**src/rtl/core/cpfir_pkg.sv**
```systemverilog
// package for the complex fir filter core: widths, item codes and shared types
// no dependencies
package cpfir_pkg;

    localparam int DATA_W    = 16;
    localparam int IDX_W     = 6;
    localparam int TAPS_DEF  = 64;
    localparam int LOAD_SPAN = 64;

    // item codes
    localparam logic CMD_LOAD   = 1'b0;
    localparam logic CMD_FILTER = 1'b1;

    // contents of one cell: delay line sample and its paired coefficient
    typedef struct packed {
        logic signed [DATA_W-1:0] re;
        logic signed [DATA_W-1:0] im;
        logic signed [DATA_W-1:0] coef;
    } cell_data_t;

    // control broadcast to every cell
    typedef struct packed {
        logic shift;
        logic rotate;
        logic clear_h;
    } cell_ctrl_t;

endpackage

```
**src/rtl/core/cpfir_cell.sv**
```systemverilog
// one cell of the tap chain: holds one complex delay sample and one coefficient
// depends on cpfir_pkg
module cpfir_cell import cpfir_pkg::*; (
    input  logic                     aclk,
    input  logic                     aresetn,
    input  cell_ctrl_t               ctrl,
    input  logic                     load_en,
    input  logic signed [DATA_W-1:0] coef_value,
    input  cell_data_t               prev,
    output cell_data_t               cur
);

    cell_data_t cell_reg;
    cell_data_t cell_next;

    // rotate moves sample and coefficient, shift moves the sample only
    always_comb begin
        cell_next = cell_reg;
        if (ctrl.rotate) begin
            cell_next = prev;
        end else if (ctrl.shift) begin
            cell_next.re = prev.re;
            cell_next.im = prev.im;
        end
        if (load_en) begin
            cell_next.coef = coef_value;
        end
        if (ctrl.clear_h) begin
            cell_next.re = '0;
            cell_next.im = '0;
        end
    end

    always_ff @(posedge aclk) begin
        if (!aresetn) begin
            cell_reg <= '0;
        end else begin
            cell_reg <= cell_next;
        end
    end

    assign cur = cell_reg;

endmodule

```
**config.mk**
```make
export PLATFORM = sky130hd
export DESIGN_NAME = cpfir_cell
export DESIGN_NICKNAME = d
export VERILOG_FILES = /design/src/rtl/core/cpfir_pkg.sv /design/src/rtl/core/cpfir_cell.sv
export SDC_FILE = /design/constraint.sdc
export NUM_CORES = 1
export LEC_CHECK = 0
export BUFFER_PORTS_ARGS = -buffer_cell sky130_fd_sc_hd__buf_4
export CELL_PAD_IN_SITES_DETAIL_PLACEMENT = 0
export CELL_PAD_IN_SITES_GLOBAL_PLACEMENT = 1
export CORE_MARGIN = 8
export CORE_UTILIZATION = 35
export CTS_BUF_LIST = sky130_fd_sc_hd__clkbuf_4 sky130_fd_sc_hd__clkbuf_8 sky130_fd_sc_hd__clkbuf_16
export CTS_CLUSTER_DIAMETER = 60
export DETAILED_ROUTE_END_ITERATION = 8
export GPL_TIMING_DRIVEN = 0
export PLACE_DENSITY_LB_ADDON = 0.1
export SETUP_SLACK_MARGIN = 0.3
export SYNTH_ARGS = -nofsm -noshare
export SYNTH_HDL_FRONTEND = slang
export SYNTH_SLANG_ARGS = --single-unit
```
**constraint.sdc**
```tcl
create_clock -name aclk -period 1.6 [get_ports aclk]
set_input_delay 0.08 -clock aclk [delete_from_list [all_inputs] [get_ports aclk]]
set_output_delay 0.08 -clock aclk [all_outputs]
set_load 0.05 [all_outputs]
```
==> reports/qor.yml <==
status: "finished clean"
worstSkewPairLatency_ps: 290
via_count: 2039
io_pins: 118
path_class: "reg -> out"
cts_tree: "yes"
p_sw_share_pct: 29.5
drv_slew: 0
p_per_area_mw_per_mm2: 851
cp.buffers_inverters: 1
syn-cell-area_mm2: 0.00221
drive_gt1_share_pct: 45.0
internal_power_uw: 1960
cts_resized: 0
numClockSinks: 48
gp_congestion: 0.719
synth_top_area_cell: "dfxtp_1"
final_cell_mix: "buf_4, dfxtp_1, or3b_1, a21oi_1, o21ai_0"
worst_path_max_delay_cell: "dfxtp_1"
clock_skew_ps: 0
largest_reg_flops: 48
drt_iter0_drc: 65
synthCells: 217
met1_usage_pct: 17.3
grt_pass1_vias: 2084
clockBufferDepth: 2
netlist.area_leader.share_pct: 43.4
cts_buffers: 5
ys_ff_latch: 48
n_fill_cell: 624
syn-num-nets: 287
track_usage_pct: 14.3
end_kind: "primary output"
p_clk_share_pct: 27.9
final_hold_viol_count: 0
hold-worst-slack_ps: 48.7
ir_worst_vdd_mv: 0.423
synth_warnings: 0
antenna_found_initial: 0
antenna_cells: 0
yosysSeqAreaShare_pct: 43.4
dieWidth_um: 95.5
period_share_pct: 59.6
critPathMaxFanout: 2
initial_utilization_pct: 35.5
netSwitchingPower_uw: 818
grt_pass1_wl_um: 10400
nets: 408
drt-vias-per-instance: 4.91
grt_max_degree: 14
max_freq_mhz: 1050
min_period_ps: 954
max_stage_delay_ps: 370
whs_endpoint: "cur[46]"
reg2reg_slack_ps: 700
hold_buffers: 0
power_frac_comb_pct: 25.7
dp_cells: 408
std_cell_rows: 29
place_ws_ps: 502
hpwl_um: 5060
final_common_cell: "buf_4"
synth_area_leaders: "dfxtp_1, or3b_1, mux2_4"
clockRootBuffer: "clkbuf_8"
routedWlPerCell_um: 16.0
ctsHtreeMaxLevel: 2
port_buffers: 114
cp_data_required_time_ps: 1520
fin_tns_setup_ps: 0
crit_chain: "buf_4"
critical_path_arrival_ps: 870
drv_cap: 0
postLayoutCellArea_mm2: 0.00326
area_delta_synth_final_pct: 47.3
seqPwrFrac_pct: 46.4
post_dp_cell_area_mm2: 0.00317
min-delay-start: "prev[46]"
start_kind: "register"
rsz0062_at_grt: "false"
r2r-start: "cur[39]"
wl_um: 6650
timing.rr.end: "cur[39]"
dieHeight_um: 95.5
grt_overflow: 0
post-cts-setup-buffer-count: 0
stdcell_count: 415
slew-limit-headroom_pct: 67.4
use_met2_pct: 22.0
crit_family: "flip-flops"
r2r_cells: 2
postRouteAntennaNets: 0
busiest_layer: "met2"
whs_path_depth: 3
path_clk_slew_ps: 90
setup_viol: 0
dieArea_mm2: 0.00913
coreArea_mm2: 0.00624
worstHoldPathType: "in -> reg"
use_met3_pct: 7.01
worst_pin_slew_ps: 489
drc: 0
drtPass1Iterations: 4
synth.distinct_cells: 15
leakage_uw: 0.00154
syn_avg_cell_area_um2: 10.2
worst_slack_ps: 646
## logic make-up after synthesis
family	synth area share (%)
AOI/OAI and AO/OA	21.7
DFF	43.4
muxes	10.3
and+or+nand+nor	17.5
buffers and inverters	7.12
## metrics by stage
step | utilization [%] | total power [uW]
floorplan | - | 1760
global placement | 50.7 | 2030
detailed placement | 50.7 | 2040
CTS | 52.3 | 2820
global route | 52.3 | 2920
finish | 52.3 | 2780
## routing by layer
metal	part of all wire [%]	wire (um)	vias to the layer above
li1	-	-	1023
met1	42	2770	942
met2	47	3100	70
met3	11	746	4
met4	0.57	38	0
met5	0	0	-
## power groups by stage
stage | Clock (uW) | Combinational (uW) | Sequential [uW]
after detailed placement | 0 | 721 | 1310
after floorplan | 0 | 228 | 1530
final | 775 | 713 | 1290
after global routing | 859 | 763 | 1300
after CTS | 810 | 723 | 1290
after global placement | 0 | 720 | 1310
## how the worst max path moves through the flow
stage / from / endpoint / slack (ps) / depth (start not counted)
global route: cur[39] / cur[39] / 610 / 1
detailed placement: aresetn / cur[41] / 500 / 4
global placement: aresetn / cur[23] / 540 / 4
CTS: cur[39] / cur[39] / 640 / 1
floorplan: cur[42] / cur[42] / 440 / 2
finish: cur[39] / cur[39] / 650 / 1
## synthesized netlist by cell type, drive strengths merged
cell type / instances
a21oi: 32
buf: 15
clkbuf: 9
dfxtp: 48
mux2: 16
nand2b: 17
o211a: 16
o21ai: 32
or3b: 32
## cell type report
cell class / instances / area [um^2] / share of cell area, %
plain buffers: 24 / 158 / 4.83
clock buffers: 7 / 96.3 / 2.95
multi-input cells: 145 / 1100 / 33.6
flip-flops and latches: 48 / 961 / 29.4
well taps: 77 / 96.3 / 2.95
repair buffers: 114 / 856 / 26.2
No activity file was read; power rests on OpenSTA's default activity.
