**src/rtl/core/cpfir_pkg.sv**
```systemverilog
// package for the complex fir filter core: widths, item codes and shared types
// no dependencies
package cpfir_pkg;

    localparam int DATA_W    = 16;
    localparam int IDX_W     = 6;
    localparam int TAPS_DEF  = 64;
    localparam int LOAD_SPAN = 64;

    // item codes
    localparam logic CMD_LOAD   = 1'b0;
    localparam logic CMD_FILTER = 1'b1;

    // contents of one cell: delay line sample and its paired coefficient
    typedef struct packed {
        logic signed [DATA_W-1:0] re;
        logic signed [DATA_W-1:0] im;
        logic signed [DATA_W-1:0] coef;
    } cell_data_t;

    // control broadcast to every cell
    typedef struct packed {
        logic shift;
        logic rotate;
        logic clear_h;
    } cell_ctrl_t;

endpackage

```
**src/rtl/core/cpfir_mac.sv**
```systemverilog
// multiply-accumulate at the end of the tap chain, with rounding and saturation
// depends on cpfir_pkg
module cpfir_mac import cpfir_pkg::*; #(
    parameter int ACC_W = 2 * DATA_W + 2 + $clog2(TAPS_DEF)
) (
    input  logic                     aclk,
    input  logic                     aresetn,
    input  logic                     acc_clr,
    input  logic                     tap_vld,
    input  cell_data_t               tap,
    output logic signed [DATA_W-1:0] result_re,
    output logic signed [DATA_W-1:0] result_im,
    output logic                     saturated
);

    localparam int PROD_W = 2 * DATA_W;
    localparam int SH_W   = ACC_W - (DATA_W - 1);
    localparam logic signed [ACC_W-1:0] HALF  = ACC_W'(1) <<< (DATA_W - 2);
    localparam logic signed [SH_W-1:0]  MAX_V = SH_W'((1 << (DATA_W - 1)) - 1);
    localparam logic signed [SH_W-1:0]  MIN_V = -SH_W'(1 << (DATA_W - 1));

    logic signed [PROD_W-1:0] prod_re_reg, prod_im_reg;
    logic                     prod_vld_reg;
    logic signed [ACC_W-1:0]  acc_re_reg, acc_re_next;
    logic signed [ACC_W-1:0]  acc_im_reg, acc_im_next;
    logic signed [ACC_W-1:0]  rnd_re, rnd_im;
    logic signed [SH_W-1:0]   sh_re, sh_im;
    logic                     sat_re, sat_im;

    // product stage
    always_ff @(posedge aclk) begin
        if (!aresetn) begin
            prod_vld_reg <= 1'b0;
        end else begin
            prod_vld_reg <= tap_vld;
        end
        prod_re_reg <= tap.re * tap.coef;
        prod_im_reg <= tap.im * tap.coef;
    end

    // accumulate stage
    always_comb begin
        acc_re_next = acc_re_reg;
        acc_im_next = acc_im_reg;
        if (acc_clr) begin
            acc_re_next = '0;
            acc_im_next = '0;
        end else if (prod_vld_reg) begin
            acc_re_next = acc_re_reg + {{(ACC_W-PROD_W){prod_re_reg[PROD_W-1]}}, prod_re_reg};
            acc_im_next = acc_im_reg + {{(ACC_W-PROD_W){prod_im_reg[PROD_W-1]}}, prod_im_reg};
        end
    end

    always_ff @(posedge aclk) begin
        if (!aresetn) begin
            acc_re_reg <= '0;
            acc_im_reg <= '0;
        end else begin
            acc_re_reg <= acc_re_next;
            acc_im_reg <= acc_im_next;
        end
    end

    // round half up back to q1.15, then clip
    always_comb begin
        rnd_re = acc_re_reg + HALF;
        rnd_im = acc_im_reg + HALF;
        sh_re  = rnd_re[ACC_W-1:DATA_W-1];
        sh_im  = rnd_im[ACC_W-1:DATA_W-1];
        sat_re = (sh_re > MAX_V) || (sh_re < MIN_V);
        sat_im = (sh_im > MAX_V) || (sh_im < MIN_V);
        if (sh_re > MAX_V) begin
            result_re = MAX_V[DATA_W-1:0];
        end else if (sh_re < MIN_V) begin
            result_re = MIN_V[DATA_W-1:0];
        end else begin
            result_re = sh_re[DATA_W-1:0];
        end
        if (sh_im > MAX_V) begin
            result_im = MAX_V[DATA_W-1:0];
        end else if (sh_im < MIN_V) begin
            result_im = MIN_V[DATA_W-1:0];
        end else begin
            result_im = sh_im[DATA_W-1:0];
        end
        saturated = sat_re || sat_im;
    end

endmodule

```
**config.mk**
```make
export PLATFORM = sky130hd
export DESIGN_NAME = cpfir_mac
export DESIGN_NICKNAME = d
export VERILOG_FILES = /design/src/rtl/core/cpfir_pkg.sv /design/src/rtl/core/cpfir_mac.sv
export SDC_FILE = /design/constraint.sdc
export NUM_CORES = 2
export LEC_CHECK = 0
export BUFFER_PORTS_ARGS = -buffer_cell sky130_fd_sc_hd__buf_2
export CAP_MARGIN = 20
export CELL_PAD_IN_SITES_DETAIL_PLACEMENT = 1
export CELL_PAD_IN_SITES_GLOBAL_PLACEMENT = 2
export CORE_MARGIN = 2
export CORE_UTILIZATION = 29
export DETAILED_ROUTE_END_ITERATION = 6
export HOLD_SLACK_MARGIN = 0.08
export PLACE_DENSITY_LB_ADDON = 0.25
export REMOVE_ABC_BUFFERS = 1
export SLEW_MARGIN = 0
export SYNTH_ARGS = -nofsm -noshare
export SYNTH_HDL_FRONTEND = slang
export SYNTH_SLANG_ARGS = --single-unit
```
**constraint.sdc**
```tcl
create_clock -name aclk -period 7.6 [get_ports aclk]
set_input_delay 0 -clock aclk [delete_from_list [all_inputs] [get_ports aclk]]
set_output_delay 0 -clock aclk [all_outputs]
set_load 0.01 [all_outputs]
```
==> reports/results.ini <==
[critical_path]
cpMostUsedCell = fa_1
crit_path_max_fanout = 16
cp_slowest_cell = o41ai_1
cpPeakStageDelay_ns = 0.69
crit_chain = dlygate4sd3_1 -> buf_2 -> nand2b_1 -> fa_1 -> fa_1 -> inv_1 -> fa_1 -> fa_1 -> fa_1 -> inv_1 -> fa_1 -> inv_1 -> ha_1 -> a21oi_1 -> o21ai_0 -> a31o_2 -> nand3_1 -> o311ai_0 -> o41ai_1 -> o311ai_0 -> a21oi_1 -> xnor2_1
start_kind = input pin
endpoint_kind = register
arrival_ns = 6.58
critPathKind = input pin to register
required_ns = 7.96
r2r_slack_ns = 4.26

[clocking]
cts_resized = 0
clk_latency_ns = 0.44
numCtsBuffers = 17
cts_tree = built
clkSinkCount = 145
cts_max_path_buffers = 2
cts.clk_slew.worst_paths_ns = 0.06
cts_root_buf = clkbuf_16
htree_levels = 4
postCtsSetupBuffers = 0

[sta]
final_max_slew_viol_count = 0
finalHoldViolCount = 0
skew_ns = 0.0116
final.setup.worst_slack_ns = 1.38
grt_setup_unrepaired = false
tns_ns = 0
max_freq_mhz = 161
worstMarginPinSlew_ns = 1.00
period_share_pct = 81.9
setup_viol = 0
period_minus_slack_ns = 6.22
relSlewSlack_pct = 33.0

[placement]
place_ws_ns = 0.884
gp_congestion = 0.786
portBuffers = 84
placedCellCount = 4606
dpl.hpwl_um = 67300

[detailed_routing]
drc_errors = 0
vias = 21600
wl_per_cell_um = 17.8
antenna_left = 0
viasPerCell = 4.66
dr.pass1.iters = 4
drtIter0Drc = 690
wl_um = 82800

[grt]
grt_max_degree = 70
overflow = 0
grt_pass1_vias = 24200
grt.total_usage_pct = 16.7
antenna_found_initial = 1
grt_pass1_wl_um = 136000

[logic_synthesis]
synth_warnings = 0
synthCells = 3334
yosysUniqueCellTypes = 73
synth_edf_count = 0
synth-main-ff-cell = dfxtp_1
avgSynthCellArea_um2 = 8.71
ys_seq_area_share_pct = 9.99
ys_ff_latch = 145
synth_area_um2 = 29000
ys_async_sr_fraction_pct = 0

[die]
row_count = 116
die_h_um = 320
dieArea_um2 = 103000
io_pins = 85
core_area_um2 = 99700
die_w_um = 320
start_util_pct = 29.1

[finish]
fillers = 11700
syn_to_final_growth_pct = 7.95
antenna_cells = 0
regArea_um2 = 2910
nNetsFinal = 4153
drive_gt1_share_pct = 4.40
finalNonFillerCells = 4641
finish.utilization_pct = 31.4
multi_input_area_um2 = 23300

[flow_run]
max_cap_viol_count = 0

[status]
status = finished clean

[hold_path]
hold_path.class = input pin to register

==> critical path, delay by kind of cell <==
family	cells	cell delay, ns
buf+inv	5	1.00
simple gates	2	0.26
fa+ha+maj	7	3.25
compound gates	7	1.92
xor+xnor	1	0.15
==> per-stage QoR <==
step / area (um2) / hold WS, ns
2_1_floorplan: 28600 / 0.122
3_3_place_gp: 30700 / 0.210
3_5_place_dp: 30700 / 0.215
4_1_cts: 31400 / 0.0964
5_1_grt: 31400 / 0.124
6_report: 31400 / 0.112
==> area by class of cell <==
class | instances | share of cell area (%)
multi-input cells | 2421 | 74.2
flip-flops and latches | 145 | 9.27
inverters | 645 | 7.72
well taps | 1298 | 5.18
repair buffers | 101 | 1.78
clock buffers | 21 | 1.47
clock inverters | 10 | 0.399
==> cells in the mapped netlist, drive strengths merged (13+ instances only) <==
cell    number  area share [%]
nand3       45            0.78
nor2b       18            0.39
mux2i       47             1.6
clkbuf     114             1.5
o21ai      110             1.9
a211oi      15            0.39
nand2b      20            0.43
xnor2      112             3.4
nor3        37            0.64
a21oi      151             2.6
fa         526              36
a21o        64             1.7
o211ai      13            0.34
o21bai      16            0.41
nand4       29            0.62
xor2        60             1.8
nand2      342             4.4
and2       248             5.3
ha         244              11
inv        644             8.3
nor2       172             2.2
dfxtp      145              10
and3        21            0.45
a31oi       20            0.48
==> per-layer routing <==
metal | GRT usage, % | vias up | wire (um)
li1 | - | 10400 | -
met3 | 1.21 | 39 | 1430
met5 | 0 | - | 0
met2 | 26.7 | 180 | 36200
met1 | 25.1 | 11000 | 44400
met4 | 2.58 | 0 | 786
==> worst paths after layout <==
| check | endpoint | cells after the start | startpoint |
|---|---|---|---|
| setup reg to reg | acc_re_reg[32] | 13 | acc_re_reg[0] |
| setup / recovery | prod_re_reg[28] | 22 | tap[32] |
| hold / removal | prod_im_reg[0] | 2 | tap[16] |
| hold reg to reg | acc_re_reg[9] | 2 | acc_re_reg[9] |
==> layout by cell type, fill, tap and decap left out, types with 6 or more instances in the layout <==
cell type    n
a211oi_1    15
a21boi_0     8
a21o_1      64
a21oi_1    151
a31oi_1     19
and2_1     248
and3_1      21
buf_2       84
buf_4       13
clkbuf_16   18
dfxtp_1    144
fa_1       526
ha_1       244
inv_1      644
mux2i_1     47
nand2_1    342
nand2b_1    19
nand3_1     45
nand4_1     29
nor2_1     171
nor2b_1     18
nor3_1      37
o211ai_1    13
o21a_1      12
o21ai_0    105
o21bai_1    16
o22ai_1      6
o31a_1       8
o31ai_1      6
or3_1        6
xnor2_1    112
xor2_1      60
==> cell families (layout without fill, tap and decap cells) <==
| kind of cell | count (synthesis) | count (layout) | share of synthesized area [%] |
|---|---|---|---|
| fa+ha+maj | 770 | 770 | 46.8 |
| mux | 48 | 48 | 1.66 |
| compound gates | 479 | 479 | 10.6 |
| buf+inv | 768 | 777 | 9.94 |
| flops | 145 | 145 | 9.99 |
| simple gates | 952 | 952 | 15.8 |
| xor+xnor | 172 | 172 | 5.19 |
==> what timing repair did <==
item / CTS / global route
hold endpoints to repair: 4 / 0
endpoints found under the setup margin: 0 / 0
hold buffers: 4 / 0
Power is left out: the tool's default activity adds up to more than one toggle a clock period on the data nets, which glitch-free logic cannot reach.
